## config.mk

```make
export PLATFORM = sky130hd
export DESIGN_NAME = mutex_unit_with_fifo_wait_queues_core
export DESIGN_NICKNAME = d
export VERILOG_FILES = /design/src/hdl/mtxq_pkg.sv /design/src/hdl/mtxq_ctrl.sv /design/src/hdl/mtxq_dp.sv /design/src/hdl/mutex_unit_with_fifo_wait_queues_core.sv
export SDC_FILE = /design/constraint.sdc
export NUM_CORES = 1
export LEC_CHECK = 0
export ABC_CLOCK_PERIOD_IN_PS = 4300
export BUFFER_PORTS_ARGS = -buffer_cell sky130_fd_sc_hd__buf_4
export CORE_MARGIN = 2
export CORE_UTILIZATION = 55
export CTS_CLUSTER_DIAMETER = 50
export DETAILED_ROUTE_END_ITERATION = 7
export PLACE_DENSITY = 0.74
export SLEW_MARGIN = 15
export SYNTH_ARGS = -nofsm -noshare
export SYNTH_HDL_FRONTEND = slang
export SYNTH_SLANG_ARGS = --single-unit
```

## constraint.sdc

```tcl
create_clock -name clk -period 4.3 [get_ports clk]
set_input_delay 0.43 -clock clk [delete_from_list [all_inputs] [get_ports clk]]
set_output_delay 0.43 -clock clk [all_outputs]
set_load 0.01 [all_outputs]
```

## src/hdl/mtxq_pkg.sv

```systemverilog
// Shared constants, outcome codes and controller/datapath interface types for the mutex unit.
`default_nettype none

package mtxq_pkg;

  localparam int MUTEXES = 8;
  localparam int THREADS = 8;

  // Fixed field widths
  localparam int FUNC_W    = 1;
  localparam int THREAD_W  = 3;
  localparam int MUTEX_W   = 3;
  localparam int OUTCOME_W = 3;
  localparam int MCOUNT_W  = 4;

  // Derived storage widths
  localparam int MUTEX_IDX_W = (MUTEXES > 1) ? $clog2(MUTEXES) : 1;
  localparam int SLOT_W      = $clog2(THREADS);
  localparam int CNT_W       = $clog2(THREADS + 1);
  localparam int WQ_ADDR_W   = MUTEX_IDX_W + SLOT_W;
  localparam int WQ_DEPTH    = 2 ** WQ_ADDR_W;

  localparam logic [FUNC_W-1:0] FUNC_ACQUIRE = 1'b0;
  localparam logic [FUNC_W-1:0] FUNC_RELEASE = 1'b1;

  localparam logic [OUTCOME_W-1:0] OUT_ACQUIRED  = 3'd0;
  localparam logic [OUTCOME_W-1:0] OUT_BLOCKED   = 3'd1;
  localparam logic [OUTCOME_W-1:0] OUT_DUPLICATE = 3'd2;
  localparam logic [OUTCOME_W-1:0] OUT_FULL      = 3'd3;
  localparam logic [OUTCOME_W-1:0] OUT_FREED     = 3'd4;
  localparam logic [OUTCOME_W-1:0] OUT_HANDOVER  = 3'd5;
  localparam logic [OUTCOME_W-1:0] OUT_NOT_OWNER = 3'd6;
  localparam logic [OUTCOME_W-1:0] OUT_BAD       = 3'd7;

  typedef struct packed {
    logic                 load;       // capture request word
    logic                 take;       // grant mutex to requester
    logic                 scan_start; // reset duplicate search
    logic                 scan_step;  // advance duplicate search
    logic                 append;     // enqueue requester
    logic                 free;       // mark mutex free
    logic                 rd_head;    // read head of queue
    logic                 handover;   // pass mutex to head waiter
    logic                 set_res;    // latch result
    logic [OUTCOME_W-1:0] res_code;
    logic                 push;       // move result to output register
  } dp_cmd_t;

  typedef struct packed {
    logic bad;
    logic is_release;
    logic acq_ok;
    logic owner_match;
    logic q_empty;
    logic q_full;
    logic hit;
    logic scan_done;
    logic slot_free;
  } dp_stat_t;

endpackage

`default_nettype wire

```

## src/hdl/mtxq_ctrl.sv

```systemverilog
// Sequencing state machine of the mutex unit.
`default_nettype none

module mtxq_ctrl
  import mtxq_pkg::*;
(
  input  wire logic     clk,
  input  wire logic     rst,
  input  wire logic     in_valid,
  output logic          in_stall,
  input  wire dp_stat_t stat,
  output dp_cmd_t       cmd
);

  localparam logic [2:0] ST_IDLE   = 3'd0;
  localparam logic [2:0] ST_DECIDE = 3'd1;
  localparam logic [2:0] ST_SCAN   = 3'd2;
  localparam logic [2:0] ST_HEAD   = 3'd3;
  localparam logic [2:0] ST_DONE   = 3'd4;

  logic [2:0] state;
  logic [2:0] state_next;

  always_ff @(posedge clk) begin
    if (rst) begin
      state <= ST_IDLE;
    end else begin
      state <= state_next;
    end
  end

  assign in_stall = (state != ST_IDLE);

  always_comb begin
    cmd        = '0;
    state_next = state;
    unique case (state)
      ST_IDLE: begin
        if (in_valid) begin
          cmd.load   = 1'b1;
          state_next = ST_DECIDE;
        end
      end
      ST_DECIDE: begin
        if (stat.bad) begin
          cmd.set_res  = 1'b1;
          cmd.res_code = OUT_BAD;
          state_next   = ST_DONE;
        end else if (!stat.is_release) begin
          if (stat.acq_ok) begin
            cmd.take     = 1'b1;
            cmd.set_res  = 1'b1;
            cmd.res_code = OUT_ACQUIRED;
            state_next   = ST_DONE;
          end else begin
            cmd.scan_start = 1'b1;
            state_next     = ST_SCAN;
          end
        end else if (!stat.owner_match) begin
          cmd.set_res  = 1'b1;
          cmd.res_code = OUT_NOT_OWNER;
          state_next   = ST_DONE;
        end else if (stat.q_empty) begin
          cmd.free     = 1'b1;
          cmd.set_res  = 1'b1;
          cmd.res_code = OUT_FREED;
          state_next   = ST_DONE;
        end else begin
          cmd.rd_head = 1'b1;
          state_next  = ST_HEAD;
        end
      end
      ST_SCAN: begin
        cmd.scan_step = 1'b1;
        if (stat.hit) begin
          cmd.set_res  = 1'b1;
          cmd.res_code = OUT_DUPLICATE;
          state_next   = ST_DONE;
        end else if (stat.scan_done) begin
          cmd.set_res = 1'b1;
          if (stat.q_full) begin
            cmd.res_code = OUT_FULL;
          end else begin
            cmd.append   = 1'b1;
            cmd.res_code = OUT_BLOCKED;
          end
          state_next = ST_DONE;
        end
      end
      ST_HEAD: begin
        cmd.handover = 1'b1;
        cmd.set_res  = 1'b1;
        cmd.res_code = OUT_HANDOVER;
        state_next   = ST_DONE;
      end
      ST_DONE: begin
        // hold until the output register can take the word
        if (stat.slot_free) begin
          cmd.push   = 1'b1;
          state_next = ST_IDLE;
        end
      end
      default: begin
        state_next = ST_IDLE;
      end
    endcase
  end

endmodule

`default_nettype wire

```

## src/hdl/mtxq_dp.sv

```systemverilog
// Datapath of the mutex unit: per-mutex state, wait queue memory and output register.
`default_nettype none

module mtxq_dp
  import mtxq_pkg::*;
(
  input  wire logic                 clk,
  input  wire logic                 rst,
  input  wire logic                 cfg_wr_en,
  input  wire logic [MCOUNT_W-1:0]  cfg_wr_data,
  input  wire logic [FUNC_W-1:0]    func,
  input  wire logic [THREAD_W-1:0]  thread,
  input  wire logic [MUTEX_W-1:0]   mutex,
  input  wire logic                 out_stall,
  output logic                      out_valid,
  output logic [OUTCOME_W-1:0]      outcome,
  output logic [THREAD_W-1:0]       woken_thread,
  output logic                      woken_valid,
  input  wire dp_cmd_t              cmd,
  output dp_stat_t                  stat
);

  function automatic logic [SLOT_W-1:0] slot_add(input logic [SLOT_W-1:0] a,
                                                 input logic [SLOT_W-1:0] b);
    logic [SLOT_W:0] s;
    s = {1'b0, a} + {1'b0, b};
    if (s >= (SLOT_W + 1)'(THREADS)) begin
      s = s - (SLOT_W + 1)'(THREADS);
    end
    return s[SLOT_W-1:0];
  endfunction

  logic [MCOUNT_W-1:0] mutex_count;

  logic [FUNC_W-1:0]   req_func;
  logic [THREAD_W-1:0] req_thread;
  logic [MUTEX_W-1:0]  req_mutex;

  logic                is_free      [MUTEXES];
  logic [THREAD_W-1:0] owner_thread [MUTEXES];
  logic                owner_valid  [MUTEXES];
  logic [CNT_W-1:0]    wait_count   [MUTEXES];
  logic [SLOT_W-1:0]   head         [MUTEXES];

  logic [THREAD_W-1:0] wq_mem [WQ_DEPTH];
  logic [THREAD_W-1:0] rdata;
  logic [WQ_ADDR_W-1:0] raddr;
  logic [WQ_ADDR_W-1:0] waddr;

  logic [CNT_W-1:0] scan_idx;
  logic             scan_pend;
  logic             scan_issue;

  logic [OUTCOME_W-1:0] res_code;
  logic [THREAD_W-1:0]  res_woken;
  logic                 res_wvalid;

  logic [MUTEX_IDX_W-1:0] m;
  logic [CNT_W-1:0]       cnt;
  logic [SLOT_W-1:0]      hd;

  assign m   = MUTEX_IDX_W'(req_mutex);
  assign cnt = wait_count[m];
  assign hd  = head[m];

  assign scan_issue = cmd.scan_step && (scan_idx < cnt);
  assign raddr = cmd.rd_head ? {m, hd} : {m, slot_add(hd, scan_idx[SLOT_W-1:0])};
  assign waddr = {m, slot_add(hd, cnt[SLOT_W-1:0])};

  always_comb begin
    stat.bad = ({1'b0, req_mutex} >= mutex_count) ||
               (32'(req_mutex) >= MUTEXES) || (32'(req_thread) >= THREADS);
    stat.is_release  = (req_func == FUNC_RELEASE);
    stat.owner_match = owner_valid[m] && (owner_thread[m] == req_thread);
    stat.acq_ok      = is_free[m] || stat.owner_match;
    stat.q_empty     = (cnt == '0);
    stat.q_full      = (cnt == CNT_W'(THREADS));
    stat.hit         = scan_pend && (rdata == req_thread);
    stat.scan_done   = !scan_pend && (scan_idx >= cnt);
    stat.slot_free   = !out_valid || !out_stall;
  end

  always_ff @(posedge clk) begin
    if (rst) begin
      mutex_count <= '0;
    end else if (cfg_wr_en) begin
      mutex_count <= cfg_wr_data;
    end
  end

  always_ff @(posedge clk) begin
    if (cmd.load) begin
      req_func   <= func;
      req_thread <= thread;
      req_mutex  <= mutex;
    end
  end

  // wait queue: one circular buffer per mutex
  always_ff @(posedge clk) begin
    rdata <= wq_mem[raddr];
    if (cmd.append) begin
      wq_mem[waddr] <= req_thread;
    end
  end

  always_ff @(posedge clk) begin
    if (rst) begin
      scan_idx  <= '0;
      scan_pend <= 1'b0;
    end else if (cmd.scan_start) begin
      scan_idx  <= '0;
      scan_pend <= 1'b0;
    end else if (cmd.scan_step) begin
      scan_pend <= scan_issue;
      if (scan_issue) begin
        scan_idx <= scan_idx + 1'b1;
      end
    end
  end

  always_ff @(posedge clk) begin
    if (rst) begin
      for (int i = 0; i < MUTEXES; i++) begin
        is_free[i]      <= 1'b1;
        owner_thread[i] <= '0;
        owner_valid[i]  <= 1'b0;
        wait_count[i]   <= '0;
        head[i]         <= '0;
      end
    end else begin
      if (cmd.take) begin
        owner_thread[m] <= req_thread;
        owner_valid[m]  <= 1'b1;
        is_free[m]      <= 1'b0;
      end
      if (cmd.free) begin
        is_free[m] <= 1'b1;
      end
      if (cmd.append) begin
        wait_count[m] <= cnt + 1'b1;
      end
      if (cmd.handover) begin
        owner_thread[m] <= rdata;
        owner_valid[m]  <= 1'b1;
        is_free[m]      <= 1'b0;
        head[m]         <= slot_add(hd, SLOT_W'(1));
        wait_count[m]   <= cnt - 1'b1;
      end
    end
  end

  always_ff @(posedge clk) begin
    if (cmd.set_res) begin
      res_code   <= cmd.res_code;
      res_woken  <= cmd.handover ? rdata : '0;
      res_wvalid <= cmd.handover;
    end
  end

  always_ff @(posedge clk) begin
    if (rst) begin
      out_valid <= 1'b0;
    end else if (cmd.push) begin
      out_valid <= 1'b1;
    end else if (!out_stall) begin
      out_valid <= 1'b0;
    end
  end

  always_ff @(posedge clk) begin
    if (cmd.push) begin
      outcome      <= res_code;
      woken_thread <= res_woken;
      woken_valid  <= res_wvalid;
    end
  end

endmodule

`default_nettype wire

```

## src/hdl/mutex_unit_with_fifo_wait_queues_core.sv

```systemverilog
// Top level of the mutex unit with per-mutex FIFO wait queues.
// Usage:
//   Input channel (in_valid/in_stall) carries one request word: func
//   (acquire or release), thread and mutex. Output channel
//   (out_valid/out_stall) returns one result word per request: outcome,
//   woken_thread and woken_valid.
//   cfg_wr_en/cfg_wr_data write mutex_count, the number of usable mutexes;
//   write it only while no request is in flight.
// Timing:
//   One request is handled at a time. Grants, frees, rejects and refusals
//   are decided directly; a handover first reads the queue head, and a
//   blocked acquire first searches its queue for a duplicate, which reads
//   the wait queue one entry per cycle through its single read port. A new
//   request is taken the cycle after a result loads.
//   in_stall stays high from acceptance until the result is placed in the
//   output register.
// Reset: every mutex free with no owner, all queues empty, mutex_count 0.
// A stalled output word holds; the block finishes the next request and
// waits with it until the output register frees.
`default_nettype none

module mutex_unit_with_fifo_wait_queues_core
  import mtxq_pkg::*;
(
  input  wire logic                 clk,
  input  wire logic                 rst,
  input  wire logic                 cfg_wr_en,
  input  wire logic [MCOUNT_W-1:0]  cfg_wr_data,
  input  wire logic                 in_valid,
  output logic                      in_stall,
  input  wire logic [FUNC_W-1:0]    func,
  input  wire logic [THREAD_W-1:0]  thread,
  input  wire logic [MUTEX_W-1:0]   mutex,
  output logic                      out_valid,
  input  wire logic                 out_stall,
  output logic [OUTCOME_W-1:0]      outcome,
  output logic [THREAD_W-1:0]       woken_thread,
  output logic                      woken_valid
);

  dp_cmd_t  cmd;
  dp_stat_t stat;

  mtxq_ctrl u_ctrl (
    .clk      (clk),
    .rst      (rst),
    .in_valid (in_valid),
    .in_stall (in_stall),
    .stat     (stat),
    .cmd      (cmd)
  );

  mtxq_dp u_dp (
    .clk          (clk),
    .rst          (rst),
    .cfg_wr_en    (cfg_wr_en),
    .cfg_wr_data  (cfg_wr_data),
    .func         (func),
    .thread       (thread),
    .mutex        (mutex),
    .out_stall    (out_stall),
    .out_valid    (out_valid),
    .outcome      (outcome),
    .woken_thread (woken_thread),
    .woken_valid  (woken_valid),
    .cmd          (cmd),
    .stat         (stat)
  );

endmodule

`default_nettype wire

```

== Word level (Yosys, flattened, before mapping) ==
Memory sizes are Yosys's and may differ from the RTL's. A register that Yosys moved wholly into a read port is not among the register bits.
Cells that the tools add are included.
Widths: inputs -> output; s select.

* Reductions and logical operators: 20
* Add/subtract/negate cells: 9
* Magnitude comparators: 6
* Bitwise operators: 5
* Muxes and demuxes: 87
* Equality and inequality tests: 11

{| class="wikitable"
|+ Operators by type and width
! cell !! number
|-
| $mux 3 || 28
|-
| $mux 1 || 39
|-
| $mux 4 || 9
|-
| $mux 2 || 9
|-
| $pmux 3 s5 || 1
|-
| $ge 4x4->1 const B || 3
|-
| $pmux 4 s3 || 1
|-
| $sub 3x1->3 const B || 3
|-
| $add 3x3->4 || 2
|-
| $add 4x1->4 const B || 2
|-
| $eq 3x2->1 const B || 2
|-
| $eq 3x3->1 || 2
|-
| $reduce_or 3->1 || 2
|-
| $or 1x1->1 || 5
|-
| $add 3x1->4 const B || 1
|-
| $eq 4x4->1 const B || 1
|-
| $ge 3x4->1 || 1
|-
| $ge 4x4->1 || 1
|-
| $logic_and 1x1->1 || 4
|-
| $logic_not 4->1 || 1
|-
| $lt 4x4->1 || 1
|-
| $ne 2x2->1 const B || 2
|-
| $reduce_or 4->1 || 1
|-
| $sub 4x1->4 const B || 1
|-
| 12 further kinds || 16
|}

* Memories: 6
* Logic and storage cells: 158
* Bits in writable memories: 288
* Flip-flop bits (word level): 34
* Output and inout bits: 9

{| class="wikitable"
|+ Memories
! name !! depth !! width !! rd ports !! clocked after Yosys merged registers in !! write ports !! RTL line !! RTL
|-
| u_dp.wq_mem || 64 || 3 || 1 || 1 || 1 || mtxq_dp.sv:45 || <nowiki>logic [THREAD_W-1:0] wq_mem [WQ_DEPTH];</nowiki>
|-
| u_dp.wait_count || 8 || 4 || 1 || 1 || 8 || mtxq_dp.sv:42 || <nowiki>logic [CNT_W-1:0] wait_count [MUTEXES];</nowiki>
|-
| u_dp.head || 8 || 3 || 1 || 1 || 8 || mtxq_dp.sv:43 || <nowiki>logic [SLOT_W-1:0] head [MUTEXES];</nowiki>
|-
| u_dp.owner_thread || 8 || 3 || 1 || 1 || 8 || mtxq_dp.sv:40 || <nowiki>logic [THREAD_W-1:0] owner_thread [MUTEXES];</nowiki>
|-
| u_dp.is_free || 8 || 1 || 1 || 1 || 8 || mtxq_dp.sv:39 || <nowiki>logic is_free [MUTEXES];</nowiki>
|-
| u_dp.owner_valid || 8 || 1 || 1 || 1 || 8 || mtxq_dp.sv:41 || <nowiki>logic owner_valid [MUTEXES];</nowiki>
|}

== Logic depth before layout (Yosys ltp) ==
* Depth in word-level cells: 14
* Gate-level depth with buffers: 17
* Depth with buffers taken out: 13

== Hierarchy ==
Synthesis repeated with hierarchy kept, for this count alone.

* Cells, all modules: 1,124
* Area total of the unflattened synthesis: 14,405.1 um2

{| class="wikitable"
|+ By module, submodules not included
! module !! seq. area each (um2) !! area each (um2) !! cells each !! times used
|-
| mtxq_dp || 9,439.1 || 14,031.0 || 1,073 || 1
|-
| mtxq_ctrl || 60.1 || 374.1 || 51 || 1
|}

== Worst setup path after synthesis ==
OpenSTA, ideal clock, no wires.

* Path kind: register to register
* From: reg (tool-made name)
* To: reg u_dp.rdata[1], read port of u_dp.wq_mem
* Path slack: 264 ps
* Data arrival time: 3,902 ps
* Period minus slack after synthesis: 4,036 ps
* Cell stages (with the launch flop): 15
* Path through: dfxtp_1 -> clkbuf_1 -> buf_1 -> mux4_2 -> mux2_2 -> ha_1 -> fa_1 -> xor2_1 -> o31ai_2 -> xor2_1 -> mux4_2 -> mux2_2 -> nand2_1 -> o311ai_1 -> or4_1

{| class="wikitable"
|+ RTL lines
! element !! RTL line !! RTL
|-
| to (decl) || mtxq_dp.sv:46 || <nowiki>logic [THREAD_W-1:0] rdata;</nowiki>
|}

==> impl_metrics.ini <==
[logic_synthesis]
ys_types = 81
synth_seq_cells = 328
synth.most_common_cell = edfxtp_1
yosys_warnings = 0
syn_inst = 1073
synth_top_area_share_pct = 60.83
syn_nets = 1105
synth_area_leaders = edfxtp_1, mux2i_1, dfxtp_1
syn_area_per_cell_um2 = 13.48
yosysTopAreaCell = edfxtp_1
ys_top_cells_by_count = edfxtp_1, nor2_1, nand2_1
async_reset_ff_share_pct = 0
synth_area_um2 = 14460
synth_edf_count = 293
synth-seq-area-share_pct = 65.67
synth_ff_type = edfxtp_1

[timing]
setup_viol = 0
slew_headroom_pct = 33.01
skew_ps = 13.05
finalCritPeriodShare_pct = 97.50
setup_ws_ps = 107.5
rsz0062_at_grt = yes
post-route-min-period_ps = 4193
worst_pin_slew_ps = 991.9
fmax_mhz = 238.5
drv_slew = 0
hold_violations = 0

[place]
dpl_cell_area_um2 = 15050
dp_hpwl_um = 22440
io_buffers = 24
post-place-ws_ps = 115.7
dp_cells = 1404
gp_congestion = 0.9616

[clock_network]
h-tree-depth = 2
clk_path_buf_depth = 3
cts_root_buf = clkbuf_16
cts_setup_buffers = 0
numCtsBuffers = 35
hold_buffers = 0
cts_tree = yes
path_clk_slew_ps = 60
clock-sinks = 328
clk-insertion-delay-late_ps = 510
cts.repair.resized = 0

[worst_setup_path]
slowest_stage = mux4_2
crit_top_cell = mux4_2
cp.arrival_ps = 4570
critPathKind = flop to flop
r2r_slack_ps = 110
crit_path_max_incr_delay_ps = 530
worstSetupEndpointType = flop
cp.required_ps = 4680
critPathLaunchType = flop
path_cells = buf_12 > mux4_2 > mux2i_1 > xor2_1 > o211ai_1 > o31ai_2 > xor2_2 > mux4_2 > mux2_2 > nand2_1 > o311ai_1 > or4_1
cp_max_fo = 24

[layout]
final_cell_area_um2 = 16220
drive_above_1_share_pct = 15.31
n_antenna_cell = 0
fin_util_pct = 62.59
stdcell_count = 1465
fin_nets = 1138
syn_to_final_growth_pct = 12.12

[global_route]
grt_max_degree = 67
grt_first_pass_wirelength_um = 52100
antenna_found_initial = 0
grt_usage_pct = 24.69
grt_pass1_vias = 9099
gr-total-overflow = 0

[floorplanning]
die_w_um = 166.2
ios = 25
initial_core_util_pct = 55.82
dieArea_um2 = 27610
core_area_um2 = 25910
die_y_um = 166.2
rows = 59

[outcome]
status = completed

[power_and_ir_drop]
clkPwrFrac_pct = 39.1
vdd.ir_drop.worst_v = 0.0004221
leakage_nw = 5.696
p_sw_mw = 1.921
sw_frac_of_total_pct = 25.25
combPwrFrac_pct = 13.9
internal_power_mw = 5.686
seqPwrFrac_pct = 47.0
p_per_area_nw_per_um2 = 469.1

[job]
maxCapViolCount = 0

[detailed_routing]
drt_wl_total_um = 33940
drt_iter0_markers = 949
vias = 9099
post_drt_wl_per_cell_um = 23.17
viasPerCell = 6.211
ant_nets = 0
drc = 0
firstDrtPassIters = 5

[worst_hold_path]
hp-class = input port to flop
## final cells by class
cell class	count	area, um2
Clock buffer	49	991.0
Clock inverter	12	152.6
Inverter	21	78.83
Tap cell	335	419.2
Multi-Input combinational cell	663	4607
Fill cell	1941	9694
Timing Repair Buffer	57	469.2
Sequential cell	328	9499
## state kept, by name (all words and copies together) (netlist names), 4 cells and up, named ones only
signal             flops
u_dp.head             24
u_dp.is_free           8
u_dp.mutex_count       4
u_dp.owner_thread     24
u_dp.owner_valid       8
u_dp.scan_idx          4
u_dp.wait_count       32
u_dp.wq_mem          192
## critical path: cells and delay by family, from the launching register on
family	cells	cell delay, ps
compound gates	3	790
flops	1	360
xor+xnor	2	590
buf+inv	1	230
simple gates	2	630
mux	4	1440
## per-stage QoR
stage | total power [mW] | TNS [ps] | hold WS (ps)
2_1_floorplan | 4.308 | 0 | 400.3
3_3_place_gp | 4.662 | 0 | 401.1
3_5_place_dp | 4.677 | 0 | 404.5
4_1_cts | 7.621 | 0 | 84.82
5_1_grt | 7.834 | -154.3 | 84.27
6_report | 7.607 | 0 | 93.17
## routing by layer
metal / track usage [%] / routed length, um / vias up
met5: 0 / 0 / -
met4: 11.42 / 1484 / 0
met3: 4.433 / 2950 / 113
met2: 39.40 / 16030 / 474
met1: 33.38 / 13480 / 4460
li1: - / - / 4052
## cells in the final DEF (no fill, tap or decap), types with 10 or more instances in the layout
master,n
nand2_1,101
inv_1,20
edfxtp_1,293
mux2i_1,80
o21ai_0,49
dfxtp_1,35
ha_1,13
xnor2_1,10
a21oi_1,25
and3_1,18
or2_2,10
clkbuf_16,37
buf_4,53
clkbuf_1,10
nor2_1,160
nand3_1,26
mux4_2,28
## power by group through the flow
| stage | Combinational [mW] | Sequential [mW] | Clock [mW] |
|---|---|---|---|
| 6_report | 1.06 | 3.57 | 2.97 |
| 5_1_grt | 1.12 | 3.58 | 3.14 |
| 4_1_cts | 1.04 | 3.57 | 3.01 |
| 3_5_place_dp | 1.04 | 3.64 | 0 |
| 3_3_place_gp | 1.02 | 3.64 | 0 |
| 2_1_floorplan | 0.678 | 3.63 | 0 |
## path summary, 6_finish.rpt
kind                                            startpoint                            to  cells after the start
worst max-delay path                                  flop         u_dp.rdata[1]$_DFF_P_                     12
worst max register to register                        flop         u_dp.rdata[1]$_DFF_P_                     12
worst min-delay path                             thread[0]  u_dp.req_thread[0]$_DFFE_PP_                      1
worst min register to register  u_dp.res_code[2]$_DFFE_PP_     u_dp.outcome[2]$_DFFE_PP_                      0
## logic make-up (layout without fill, tap and decap cells)
logic type,count (synthesis),after routing,synth area share [%]
compound gates,136,136,6.332
xor+xnor,19,19,1.202
fa+ha+maj,16,16,1.540
buf+inv,82,139,2.586
flops,328,328,65.67
mux,121,121,11.08
simple gates,371,371,11.58
(Power assumes the default switching activity.)
